`config.mk`:
```
export PLATFORM = sky130hd
export DESIGN_NAME = otsu_ctrl
export DESIGN_NICKNAME = d
export VERILOG_FILES = /design/src/otsu_pkg.sv /design/src/otsu_ctrl.sv
export SDC_FILE = /design/constraint.sdc
export NUM_CORES = 1
export LEC_CHECK = 0
export BUFFER_PORTS_ARGS = -buffer_cell sky130_fd_sc_hd__buf_2
export CORE_UTILIZATION = 35
export DETAILED_ROUTE_END_ITERATION = 10
export GPL_TIMING_DRIVEN = 0
export PLACE_DENSITY = 0.65
export REMOVE_ABC_BUFFERS = 1
export SLEW_MARGIN = 5
export SYNTH_ARGS = -nofsm -noshare
export SYNTH_HDL_FRONTEND = slang
export SYNTH_SLANG_ARGS = --single-unit
export TNS_END_PERCENT = 20
```
`constraint.sdc`:
```
create_clock -name clk -period 1.76 [get_ports clk]
set_clock_uncertainty 0.05 [all_clocks]
set_input_delay 0.176 -clock clk [delete_from_list [all_inputs] [get_ports clk]]
set_output_delay 0.176 -clock clk [all_outputs]
set_load 0.05 [all_outputs]
```
`src/otsu_pkg.sv`:
```
// ----------------------------------------------------------------------------
// otsu_pkg
// shared command codes and the control/status bundles of the binarizer
// ----------------------------------------------------------------------------
package otsu_pkg;

  localparam int OP_W = 4;

  localparam logic [OP_W-1:0] OP_NONE     = 4'd0;
  localparam logic [OP_W-1:0] OP_CLR      = 4'd1;
  localparam logic [OP_W-1:0] OP_SINIT    = 4'd2;
  localparam logic [OP_W-1:0] OP_RD       = 4'd3;
  localparam logic [OP_W-1:0] OP_ACC      = 4'd4;
  localparam logic [OP_W-1:0] OP_MUL_SA   = 4'd5;
  localparam logic [OP_W-1:0] OP_MUL_NB   = 4'd6;
  localparam logic [OP_W-1:0] OP_DIFF     = 4'd7;
  localparam logic [OP_W-1:0] OP_MUL_DEN  = 4'd8;
  localparam logic [OP_W-1:0] OP_SET_DEN  = 4'd9;
  localparam logic [OP_W-1:0] OP_TAKE     = 4'd10;
  localparam logic [OP_W-1:0] OP_MUL_DD   = 4'd11;
  localparam logic [OP_W-1:0] OP_MUL_XB   = 4'd12;
  localparam logic [OP_W-1:0] OP_MUL_EE   = 4'd13;
  localparam logic [OP_W-1:0] OP_MUL_YD   = 4'd14;
  localparam logic [OP_W-1:0] OP_FINISH   = 4'd15;

  typedef struct packed {
    logic            accept;
    logic            inc_t;
    logic [OP_W-1:0] op;
  } otsu_cmd_t;

  typedef struct packed {
    logic mul_done;
    logic skip;
    logic d_zero;
    logic found;
    logic lhs_gt;
    logic t_last;
    logic range_empty;
    logic clr_last;
  } otsu_status_t;

endpackage

```
`src/otsu_ctrl.sv`:
```
// ----------------------------------------------------------------------------
// otsu_ctrl
// sequencer for clearing, threshold search and result issue
// ----------------------------------------------------------------------------
module otsu_ctrl import otsu_pkg::*; (
  input  logic         clk,
  input  logic         rst_n,
  input  logic         start,
  input  logic         in_command,
  input  logic         in_last,
  input  otsu_status_t st,
  output otsu_cmd_t    cmd,
  output logic         busy
);

  localparam logic [4:0] S_IDLE  = 5'd0;
  localparam logic [4:0] S_CLR   = 5'd1;
  localparam logic [4:0] S_DRAIN = 5'd2;
  localparam logic [4:0] S_RD    = 5'd3;
  localparam logic [4:0] S_ACC   = 5'd4;
  localparam logic [4:0] S_CHK   = 5'd5;
  localparam logic [4:0] S_WA    = 5'd6;
  localparam logic [4:0] S_WB    = 5'd7;
  localparam logic [4:0] S_DZ    = 5'd8;
  localparam logic [4:0] S_WDEN  = 5'd9;
  localparam logic [4:0] S_FND   = 5'd10;
  localparam logic [4:0] S_W1    = 5'd11;
  localparam logic [4:0] S_W2    = 5'd12;
  localparam logic [4:0] S_W3    = 5'd13;
  localparam logic [4:0] S_W4    = 5'd14;
  localparam logic [4:0] S_NXT   = 5'd15;
  localparam logic [4:0] S_FIN   = 5'd16;

  logic [4:0] state_r, state_nxt;
  logic       accept;

  assign busy   = (state_r != S_IDLE);
  assign accept = start && !busy;

  always_comb begin
    state_nxt  = state_r;
    cmd.accept = accept;
    cmd.inc_t  = 1'b0;
    cmd.op     = OP_NONE;
    case (state_r)
      S_IDLE: begin
        if (accept && !in_command && in_last) state_nxt = S_DRAIN;
      end
      S_CLR: begin
        cmd.op = OP_CLR;
        if (st.clr_last) state_nxt = S_IDLE;
      end
      S_DRAIN: begin
        cmd.op    = OP_SINIT;
        state_nxt = st.range_empty ? S_FIN : S_RD;
      end
      S_RD: begin
        cmd.op    = OP_RD;
        state_nxt = S_ACC;
      end
      S_ACC: begin
        cmd.op    = OP_ACC;
        state_nxt = S_CHK;
      end
      S_CHK: begin
        if (st.skip) begin
          state_nxt = S_NXT;
        end else begin
          cmd.op    = OP_MUL_SA;
          state_nxt = S_WA;
        end
      end
      S_WA: begin
        if (st.mul_done) begin
          cmd.op    = OP_MUL_NB;
          state_nxt = S_WB;
        end
      end
      S_WB: begin
        if (st.mul_done) begin
          cmd.op    = OP_DIFF;
          state_nxt = S_DZ;
        end
      end
      S_DZ: begin
        if (st.d_zero) begin
          state_nxt = S_NXT;
        end else begin
          cmd.op    = OP_MUL_DEN;
          state_nxt = S_WDEN;
        end
      end
      S_WDEN: begin
        if (st.mul_done) begin
          cmd.op    = OP_SET_DEN;
          state_nxt = S_FND;
        end
      end
      S_FND: begin
        if (!st.found) begin
          cmd.op    = OP_TAKE;
          state_nxt = S_NXT;
        end else begin
          cmd.op    = OP_MUL_DD;
          state_nxt = S_W1;
        end
      end
      S_W1: begin
        if (st.mul_done) begin
          cmd.op    = OP_MUL_XB;
          state_nxt = S_W2;
        end
      end
      S_W2: begin
        if (st.mul_done) begin
          cmd.op    = OP_MUL_EE;
          state_nxt = S_W3;
        end
      end
      S_W3: begin
        if (st.mul_done) begin
          cmd.op    = OP_MUL_YD;
          state_nxt = S_W4;
        end
      end
      S_W4: begin
        if (st.mul_done) begin
          if (st.lhs_gt) cmd.op = OP_TAKE;
          state_nxt = S_NXT;
        end
      end
      S_NXT: begin
        if (st.t_last) begin
          state_nxt = S_FIN;
        end else begin
          cmd.inc_t = 1'b1;
          state_nxt = S_RD;
        end
      end
      S_FIN: begin
        cmd.op    = OP_FINISH;
        state_nxt = S_IDLE;
      end
      default: state_nxt = S_IDLE;
    endcase
  end

  always_ff @(posedge clk) begin
    if (!rst_n) begin
      state_r <= S_CLR;
    end else begin
      state_r <= state_nxt;
    end
  end

endmodule

```
==> impl_results.md, run 1 <==
- DRT Pass-1 Iters: 4
- Proportion of synthesized chip area in sequential cells: 13.2%
- Largest registers: state_r (5)
- Number of vias per cell: 5.83
- Effective utilization at floorplan: 37.9%
- Area of the core region: 2000 um^2
- Share of async-settable or async-resettable flops after synthesis: 0%
- Uppermost signal routing layer after detailed routing: met3
- Met2 layer wire length in the routed design: 922 um
- Signal arrival time at the worst endpoint: 1510 ps
- Result of the run: completed
- Maximum number of pins on one net before global-route repair: 24
- Power Total: 1.61 mW
- Antenna violations before repair: 0
- Proportion of layout cells with a drive suffix above 1: 40.5%
- Number of design rule violations left after detail routing: 0
- Final Non-Filler Cells: 143
- Critical path launch point type: flop
- Number of synthesized flops with an enable pin: 0
- Sum of routed wire segments on met1: 1090 um
- Number of global-route vias before repair: 671
- Largest cells by area after synthesis: sky130_fd_sc_hd__dfxtp_1, sky130_fd_sc_hd__a21oi_1, sky130_fd_sc_hd__buf_6
- DP HPWL: 1280 um
- CTS root buffer: sky130_fd_sc_hd__clkbuf_4
- First-pass GRT wire length: 3220 um
- Share of the clock period used by the worst path after layout: 98.6%
- Crit path required time: 1530 ps
- Start-to-end type of the worst setup path: flop to primary output
- Static power due to leakage: 0.347 nW
- Peak supply drop: 1150 uV
- Die outline width: 48.6 um
- Number of max-cap violations: 0
- Number of flip-flops in the largest register: 5
- Final Hold Viols: 0
- Placed Instances: 133
- Worst-Skew Late Latency: 240 ps
- Placement row count: 16
- Unrepaired setup endpoints after global routing: true
- Detailed-route wire length: 2150 um
- Initial DRC Count: 21
- Grt total ovfl: 0
- Most frequent cell after synthesis: sky130_fd_sc_hd__a21oi_1
- Cells after synthesis: 98
- Synthesized area divided by synthesized cell count: 7.75 um^2
- Worst path cell trace: a21bo_1 -> a32o_1 -> a31oi_1 -> o21ai_1 -> buf_4
- Cell Area, Synth: 759 um^2
- Hold Path Class: primary input to flop
- Average detailed-routed wire length per instance: 15.0 um
- Setup crit end kind: primary output
- Most flop-heavy register: state_r
- Max Root-Sink Buffers: 2
- Worst path buffer plus inverter count: 1
- Die outline height: 48.6 um
- Cts hold-fix bufs: 0
- Number of H-tree levels: 1
- CTS tree: done
- Net count reported at finish: 130
- Post-synthesis sequential element count: 5
- Highest Clock Rate: 576 MHz
- Max-slew violation count: 0
- P&R area growth vs syn: 23.4%
- Critical path's largest stage delay: 390 ps
- Actual slew at the worst max-slew pin: 291 ps
- Setup TNS after final layout: 0 ps
- RePlAce Congestion: 0.804
- Antenna cell count: 0
- Io pins: 20
- Antenna Nets Post-Route: 0
- Die ar.: 2360 um^2
- Worst slew margin relative to its limit: 80.6%
- Most frequently used flop master after synthesis: sky130_fd_sc_hd__dfxtp_1
- Synth area leader: sky130_fd_sc_hd__dfxtp_1
- Total of endpoints with negative setup slack in the final report: 0
- Cell with the largest stage delay on the worst path: sky130_fd_sc_hd__dfxtp_4
- Power density of the placed cells: 1720 nW/um^2
- WHS: 132 ps
- Core Util, Final: 46.8%
- Vias: 834
- Time the final worst path needs with I/O delays and setup: 1740 ps
- Met3 wire len: 141 um
- Register clock-pin slew on the reported worst setup and hold paths: 40 ps
- Number of different library cells in the post-synthesis netlist: 45
- Cell class contributing the biggest share of worst-path delay: compound AO/OA/AOI/OAI gates
- Critical path peak fanout: 7
- Yosys warning total: 0
- Global-route usage over all layers: 17.1%
- Port bufs: 19
- Number of buffers created by CTS: 3
- Clk sinks: 5
- Top-area cell type share of the netlist area: 13.2%
- Top cells by count, synth: sky130_fd_sc_hd__a21oi_1, sky130_fd_sc_hd__nand2_1, sky130_fd_sc_hd__o21ai_1
==> per-layer routing <==
layer  vias to the layer above  track usage, %
met5                         -               0
met4                         0               0
met3                         0            5.35
met2                        32            25.1
met1                       394            25.6
li1                        408               -
==> power breakdown <==
part	internal [mW]	total (mW)	switching [mW]	leakage, nW
clock	0.0857	0.133	0.0474	0.0150
sequential	0.168	0.299	0.131	0.0441
combinational	0.489	1.18	0.690	0.288
total	0.743	1.61	0.869	0.347
==> cells by family after synthesis <==
family,share of synthesized area [%]
AO/OA/AOI/OAI,39.4
AND/OR/NAND/NOR,33.8
flip-flops,13.2
buffers and inverters,13.7
==> worst paths after layout <==
| kind | startpoint | end | slack (ps) | cells past startpoint |
|---|---|---|---|---|
| worst min-delay path | rst_n | state_r[1]$_SDFFE_PN0P_ | 130 | 3 |
| worst min register to register | state_r[4]$_SDFFE_PN0P_ | state_r[3]$_SDFFE_PN0P_ | 580 | 2 |
| worst max register to register | state_r[2]$_SDFFE_PN0P_ | state_r[3]$_SDFFE_PN0P_ | 180 | 6 |
| worst max-delay path | state_r[2]$_SDFFE_PN0P_ | cmd[3] | 20 | 5 |
==> placed cells by master, fill, tap and decap left out, drive strengths merged, types with 2 or more instances in the layout <==
cell type / count
inv: 5
clkbuf: 4
nor2: 7
a31oi: 3
a32oi: 3
dfxtp: 5
a21oi: 8
nand3b: 2
a211oi: 4
nand2b: 6
nand2: 7
o31ai: 2
o21ai: 7
nand4: 2
nor3: 2
a22oi: 3
buf: 25
nor2b: 4
==> area by class of cell <==
cell class / count / area, um^2
Clock buffer: 4 / 26.3
Fill cell: 212 / 1060
Inverter: 5 / 21.3
Multi-Input combinational cell: 77 / 571
Sequential cell: 5 / 119
Tap cell: 27 / 33.8
Timing Repair Buffer: 25 / 166
==> metrics by stage <==
stage	cell area (um^2)	setup WS (ps)
after global placement	806	-271
after floorplan	677	-1000
final	937	24.7
after CTS	871	-26.5
after detailed placement	806	-309
after global routing	937	-27.3
==> tightest hold or removal path: cells and delay by family <==
family,cells,cell delay [ps]
buffers and inverters,1,100
AO/OA/AOI/OAI,2,110
==> repair_timing <==
| action | CTS | global route |
|---|---|---|
| gates cloned | 0 | 0 |
| pin swaps | 0 | 3 |
| endpoints found under the hold margin | 0 | 0 |
| gates resized for setup | 12 | 15 |
| setup buffers | 2 | 4 |
| setup endpoints to repair | 10 | 5 |
No activity file was read; power rests on OpenSTA's default activity.
==> inputs of run 2 (changes only) <==
- BUFFER_PORTS_ARGS: -buffer_cell sky130_fd_sc_hd__buf_2 -> default
- DONT_BUFFER_PORTS: default -> 1
- PLACE_DENSITY: 0.65 -> 0.57
==> run 2 against run 1 <==
  * Utilization decreased by 1.2 points
  * Count of clock-buffer cells in the layout is the same
  * Worst hold slack worse by 110 ps
  * Sequential cell count unchanged
  * Largest power group unchanged
  * Power fell by 4.3%
  * Final area is 2.5% lower
  * Routed wire length fell by 8.9%
  * Sequential share of layout area up 0.33 points
  * Clock power decreased by 4%
  * Global-route usage grew 0.15 points
  * Register-to-register slack worse by 20 ps
  * First-iteration DRC count fell by 9.5%
==> impl_results.md, run 2 (synthesis results as in run 1) <==
- Proportion of layout cells with a drive suffix above 1: 35.4%
- Largest registers: state_r (5)
- First-pass GRT wire length: 3280 um
- Clk sinks: 5
- Detailed-route wire length: 1960 um
- Signal arrival time at the worst endpoint: 1510 ps
- Result of the run: completed
- Filler cell count: 211
- Die outline height: 48.6 um
- Clk network pwr share: 8.3%
- DRT Pass-1 Iters: 4
- Port bufs: 0
- Antenna Nets Post-Route: 0
- Combinational fraction of design power: 71.1%
- DP HPWL: 1290 um
- Worst-Skew Late Latency: 240 ps
- Number of global-route vias before repair: 694
- Average detailed-routed wire length per instance: 15.5 um
- Global-route usage over all layers: 17.2%
- CTS root buffer: sky130_fd_sc_hd__clkbuf_4
- Die ar.: 2360 um^2
- Critical path launch point type: flop
- Max-slew violation count: 0
- RePlAce Congestion: 0.767
- Initial DRC Count: 19
- Antenna cell count: 0
- P&R area growth vs syn: 20.3%
- Cell with the largest stage delay on the worst path: sky130_fd_sc_hd__nor4b_4
- Number of H-tree levels: 1
- Most frequent cells in the layout: sky130_fd_sc_hd__a21oi_1, sky130_fd_sc_hd__nand2_1, sky130_fd_sc_hd__buf_4, sky130_fd_sc_hd__nor2_1, sky130_fd_sc_hd__dfxtp_4
- Peak supply drop: 766 uV
- WHS: 24.5 ps
- Area of the core region: 2000 um^2
- CTS tree: done
- Grt total ovfl: 0
- Setup crit end kind: primary output
- Antenna violations before repair: 0
- Highest Clock Rate: 577 MHz
- Core Util, Final: 45.6%
- Number of max-cap violations: 0
- Max Root-Sink Buffers: 2
- Number of buffers created by CTS: 3
- Actual slew at the worst max-slew pin: 717 ps
- Final Hold Viols: 0
- Worst slew margin relative to its limit: 52.0%
- Most flop-heavy register: state_r
- Net count reported at finish: 113
- Hold Path Class: primary input to flop
- Number of vias per cell: 6.15
- Maximum number of pins on one net before global-route repair: 27
- Die outline width: 48.6 um
- Placement row count: 16
- Register clock-pin slew on the reported worst setup and hold paths: 40 ps
- Start-to-end type of the worst setup path: flop to primary output
- Number of design rule violations left after detail routing: 0
- Crit path required time: 1530 ps
- Share of the clock period used by the worst path after layout: 98.4%
- Static power due to leakage: 0.298 nW
- Effective utilization at floorplan: 37.9%
- Worst path cell trace: nand2b_4 -> nor4b_4
- Power density of the placed cells: 1690 nW/um^2
- Io pins: 20
- Number of flip-flops in the largest register: 5
- Critical path peak fanout: 16
- Critical path's largest stage delay: 690 ps
- Leading cell type in the layout, fill and taps excluded: sky130_fd_sc_hd__a21oi_1
- Vias: 775
- Part of the power in registers: 20.6%
- Unrepaired setup endpoints after global routing: true
- Switching Share: 55.9%
- Total of endpoints with negative setup slack in the final report: 0
- Switching power summed over all nets: 0.862 mW
- Internal Dissipation: 0.680 mW
- Time the final worst path needs with I/O delays and setup: 1730 ps
-- run 2: cell count changes in the layout (fill, tap and decap cells not counted), sizes merged --
cell         delta
dlygate4sd3     +1
clkbuf          +1
buf            -19
-- run 2: worst max-delay path: cells and delay by family, from the launching register on --
| family | cells | cell delay, ps |
|---|---|---|
| simple gates | 2 | 800 |
| flops | 1 | 460 |
-- run 2: per-layer routing --
| metal | share of wire (%) | GRT usage, % | vias up |
|---|---|---|---|
| li1 | - | - | 377 |
| met1 | 47 | 24.0 | 371 |
| met2 | 46 | 25.8 | 25 |
| met3 | 6.1 | 5.66 | 2 |
| met4 | 0.82 | 3.43 | 0 |
| met5 | 0 | 0 | - |
-- run 2: final cells by class --
type	instances	area (um^2)	share of cell area, %
sequential	5	119	13.0
multi-input combinational	77	644	70.5
clock buffer	4	26.3	2.88
timing repair buffer	8	68.8	7.53
tap	27	33.8	3.70
inverter	5	21.3	2.33
-- run 2: power groups by stage --
stage / sequential, mW / combinational [mW] / clock, mW
floorplan: 0.307 / 0.760 / 0
finish: 0.317 / 1.10 / 0.128
CTS: 0.348 / 1.03 / 0.133
detailed placement: 0.361 / 0.851 / 0
global placement: 0.364 / 0.839 / 0
global route: 0.332 / 1.18 / 0.147
-- run 2: timing repair --
action,CTS,global route
endpoints found under the setup margin,10,4
hold endpoints to repair,0,1
gates resized for setup,24,1
pin swaps,3,2
hold buffers,0,1
setup buffers,6,1
-- run 2: per-stage QoR --
stage | area, um^2 | std cells | power, mW | worst slack [ps] | TNS (ps)
floorplan | 677 | 87 | 1.07 | -1000 | -2360
global placement | 711 | 114 | 1.20 | -1250 | -3810
detailed placement | 717 | 114 | 1.21 | -710 | -3460
CTS | 885 | 124 | 1.51 | -8.19 | -18.7
global route | 913 | 126 | 1.66 | -52.0 | -122
finish | 913 | 126 | 1.54 | 27.5 | 0
-- run 2: path summary, 6_finish.rpt --
path / slack [ps] / depth (start not counted) / endpoint / from
worst max-delay path: 30 / 2 / cmd[4] / state_r[1]$_SDFFE_PN0P_
worst max register to register: 160 / 5 / state_r[3]$_SDFFE_PN0P_ / state_r[3]$_SDFFE_PN0P_
worst min-delay path: 20 / 2 / state_r[4]$_SDFFE_PN0P_ / st[1]
worst min register to register: 590 / 2 / state_r[4]$_SDFFE_PN0P_ / state_r[1]$_SDFFE_PN0P_
==> inputs of run 3 (changes only) <==
- CORE_ASPECT_RATIO: default -> 1.5
==> run 3 against run 2 <==
  * Die area rose by 0.17%
  * Sequential power rose by 2%
  * Worst setup slack got worse by 15 ps
  * Maximum frequency fell by 0.83%
  * Routed wire length rose by 9.3%
  * Sequential share of layout area rose by 0.31 points
  * Sequential cell count did not move
  * Critical endpoint is now cmd[3]
==> impl_results.md, run 3 (synthesis results as in run 1) <==
- Final Non-Filler Cells: 120
- Grt total ovfl: 0
- Signal arrival time at the worst endpoint: 1520 ps
- CTS tree: done
- Die outline width: 40.0 um
- Number of H-tree levels: 1
- Worst-Skew Late Latency: 240 ps
- Critical path peak fanout: 13
- Antenna violations before repair: 0
- Number of flip-flops in the largest register: 5
- Placement row count: 20
- Effective utilization at floorplan: 37.5%
- Number of vias per cell: 6.67
- Highest Clock Rate: 572 MHz
- Largest registers: state_r (5)
- Die ar.: 2360 um^2
- Setup TNS after final layout: 0 ps
- WHS: 24.1 ps
- Hold Path Class: primary input to flop
- Critical path launch point type: flop
- R2r endpoint: state_r[3]$_SDFFE_PN0P_
- Start-to-end type of the worst setup path: flop to primary output
- Place WS: -730 ps
- Origin of the worst min-delay path: rst_n
- First-pass GRT wire length: 3440 um
- Power density of the placed cells: 1730 nW/um^2
- Antenna cell count: 0
- Max-slew violation count: 0
- Global-route usage over all layers: 20.5%
- Die outline height: 59.1 um
- Total of endpoints with negative setup slack in the final report: 0
- Area of all placed cells without fillers: 892 um^2
- Number of global-route vias before repair: 743
- End point of the worst hold path: state_r[1]$_SDFFE_PN0P_
- Port bufs: 0
- DP HPWL: 1300 um
- Worst Hold Depth: 2
- Critical path's largest stage delay: 430 ps
- Peak supply drop: 828 uV
- Average detailed-routed wire length per instance: 17.9 um
- Register clock-pin slew on the reported worst setup and hold paths: 50 ps
- DRT Pass-1 Iters: 4
- Initial DRC Count: 17
- CTS root buffer: sky130_fd_sc_hd__clkbuf_4
- Number of design rule violations left after detail routing: 0
- Time the final worst path needs with I/O delays and setup: 1750 ps
- Cell with the largest stage delay on the worst path: sky130_fd_sc_hd__dfxtp_4
- Final Hold Viols: 0
- Cell class contributing the biggest share of worst-path delay: compound AO/OA/AOI/OAI gates
- Area of the core region: 2030 um^2
- Antenna Nets Post-Route: 0
- Worst path cell trace: a21bo_1 -> a32o_1 -> a31oi_2 -> o21ai_4
- RePlAce Congestion: 0.777
- Proportion of layout cells with a drive suffix above 1: 36.7%
- Count of cells along the worst register-to-register path: 6
- Share of the clock period used by the worst path after layout: 99.3%
- Maximum number of pins on one net before global-route repair: 27
- Net count reported at finish: 112
- Clk sinks: 5
- Worst slew margin relative to its limit: 51.6%
- P&R area growth vs syn: 17.5%
- Number of buffers created by CTS: 3
- Vias: 800
- Result of the run: completed
- Max Root-Sink Buffers: 2
- Core Util, Final: 44.0%
- Setup crit end kind: primary output
- Most frequent cells in the layout: sky130_fd_sc_hd__a21oi_1, sky130_fd_sc_hd__nand2_1, sky130_fd_sc_hd__buf_4, sky130_fd_sc_hd__nor2_1, sky130_fd_sc_hd__dfxtp_4
- Minimum setup slack among reg-to-reg paths: 160 ps
- Leading cell type in the layout, fill and taps excluded: sky130_fd_sc_hd__a21oi_1
- Most flop-heavy register: state_r
- Worst path buffer plus inverter count: 0
- Crit path required time: 1530 ps
- Detailed-route wire length: 2140 um
- Number of max-cap violations: 0
- Io pins: 20
- Post-layout worst setup margin: 12.9 ps
- Placed Area: 711 um^2
- Static power due to leakage: 0.293 nW
- Cts hold-fix bufs: 0
- Unrepaired setup endpoints after global routing: true
- Placed Instances: 109
- Power Total: 1.54 mW
- Actual slew at the worst max-slew pin: 724 ps
- Worst reg2reg startpoint: state_r[4]$_SDFFE_PN0P_
-- run 3: cell type report --
type	count	area [um^2]
Sequential cell	5	119
Fill cell	196	1130
Clock buffer	4	26.3
Inverter	5	21.3
Timing Repair Buffer	7	56.3
Tap cell	22	27.5
Multi-Input combinational cell	77	642
-- run 3: per-layer routing --
metal	part of all wire, %	global-route usage (%)	up-vias
met5	0	0	-
met4	2.9	7.88	0
met3	4.6	2.26	8
met2	55	34.6	27
met1	37	25.2	392
li1	-	-	373
-- run 3: timing repair --
item,4_1_cts,5_1_grt
pin swaps,3,2
endpoints found under the setup margin,10,5
buffers inserted,6,1
resized for setup,24,1
-- run 3: power by group --
group	switching (mW)	internal, mW	leakage (nW)
Combinational	0.681	0.406	0.234
Sequential	0.155	0.168	0.0441
Clock	0.0463	0.0857	0.0150
-- run 3: worst max path at each step --
stage                         to                     from  slack, ps  cells past startpoint
after floorplan           cmd[4]  state_r[3]$_SDFFE_PN0P_      -1000                      2
after global placement    cmd[4]  state_r[3]$_SDFFE_PN0P_      -1230                      2
after detailed placement  cmd[0]  state_r[2]$_SDFFE_PN0P_       -730                      4
after CTS                 cmd[2]  state_r[0]$_SDFFE_PN1P_         -1                      4
after global routing      cmd[3]  state_r[3]$_SDFFE_PN0P_        -50                      4
final                     cmd[3]  state_r[2]$_SDFFE_PN0P_         10                      4
-- run 3: worst register-to-register path: cells and delay by family (launching register included) --
kind / cells / cell delay, ps
simple gates: 3 / 550
buf+inv: 2 / 310
flops: 1 / 370
compound gates: 1 / 220
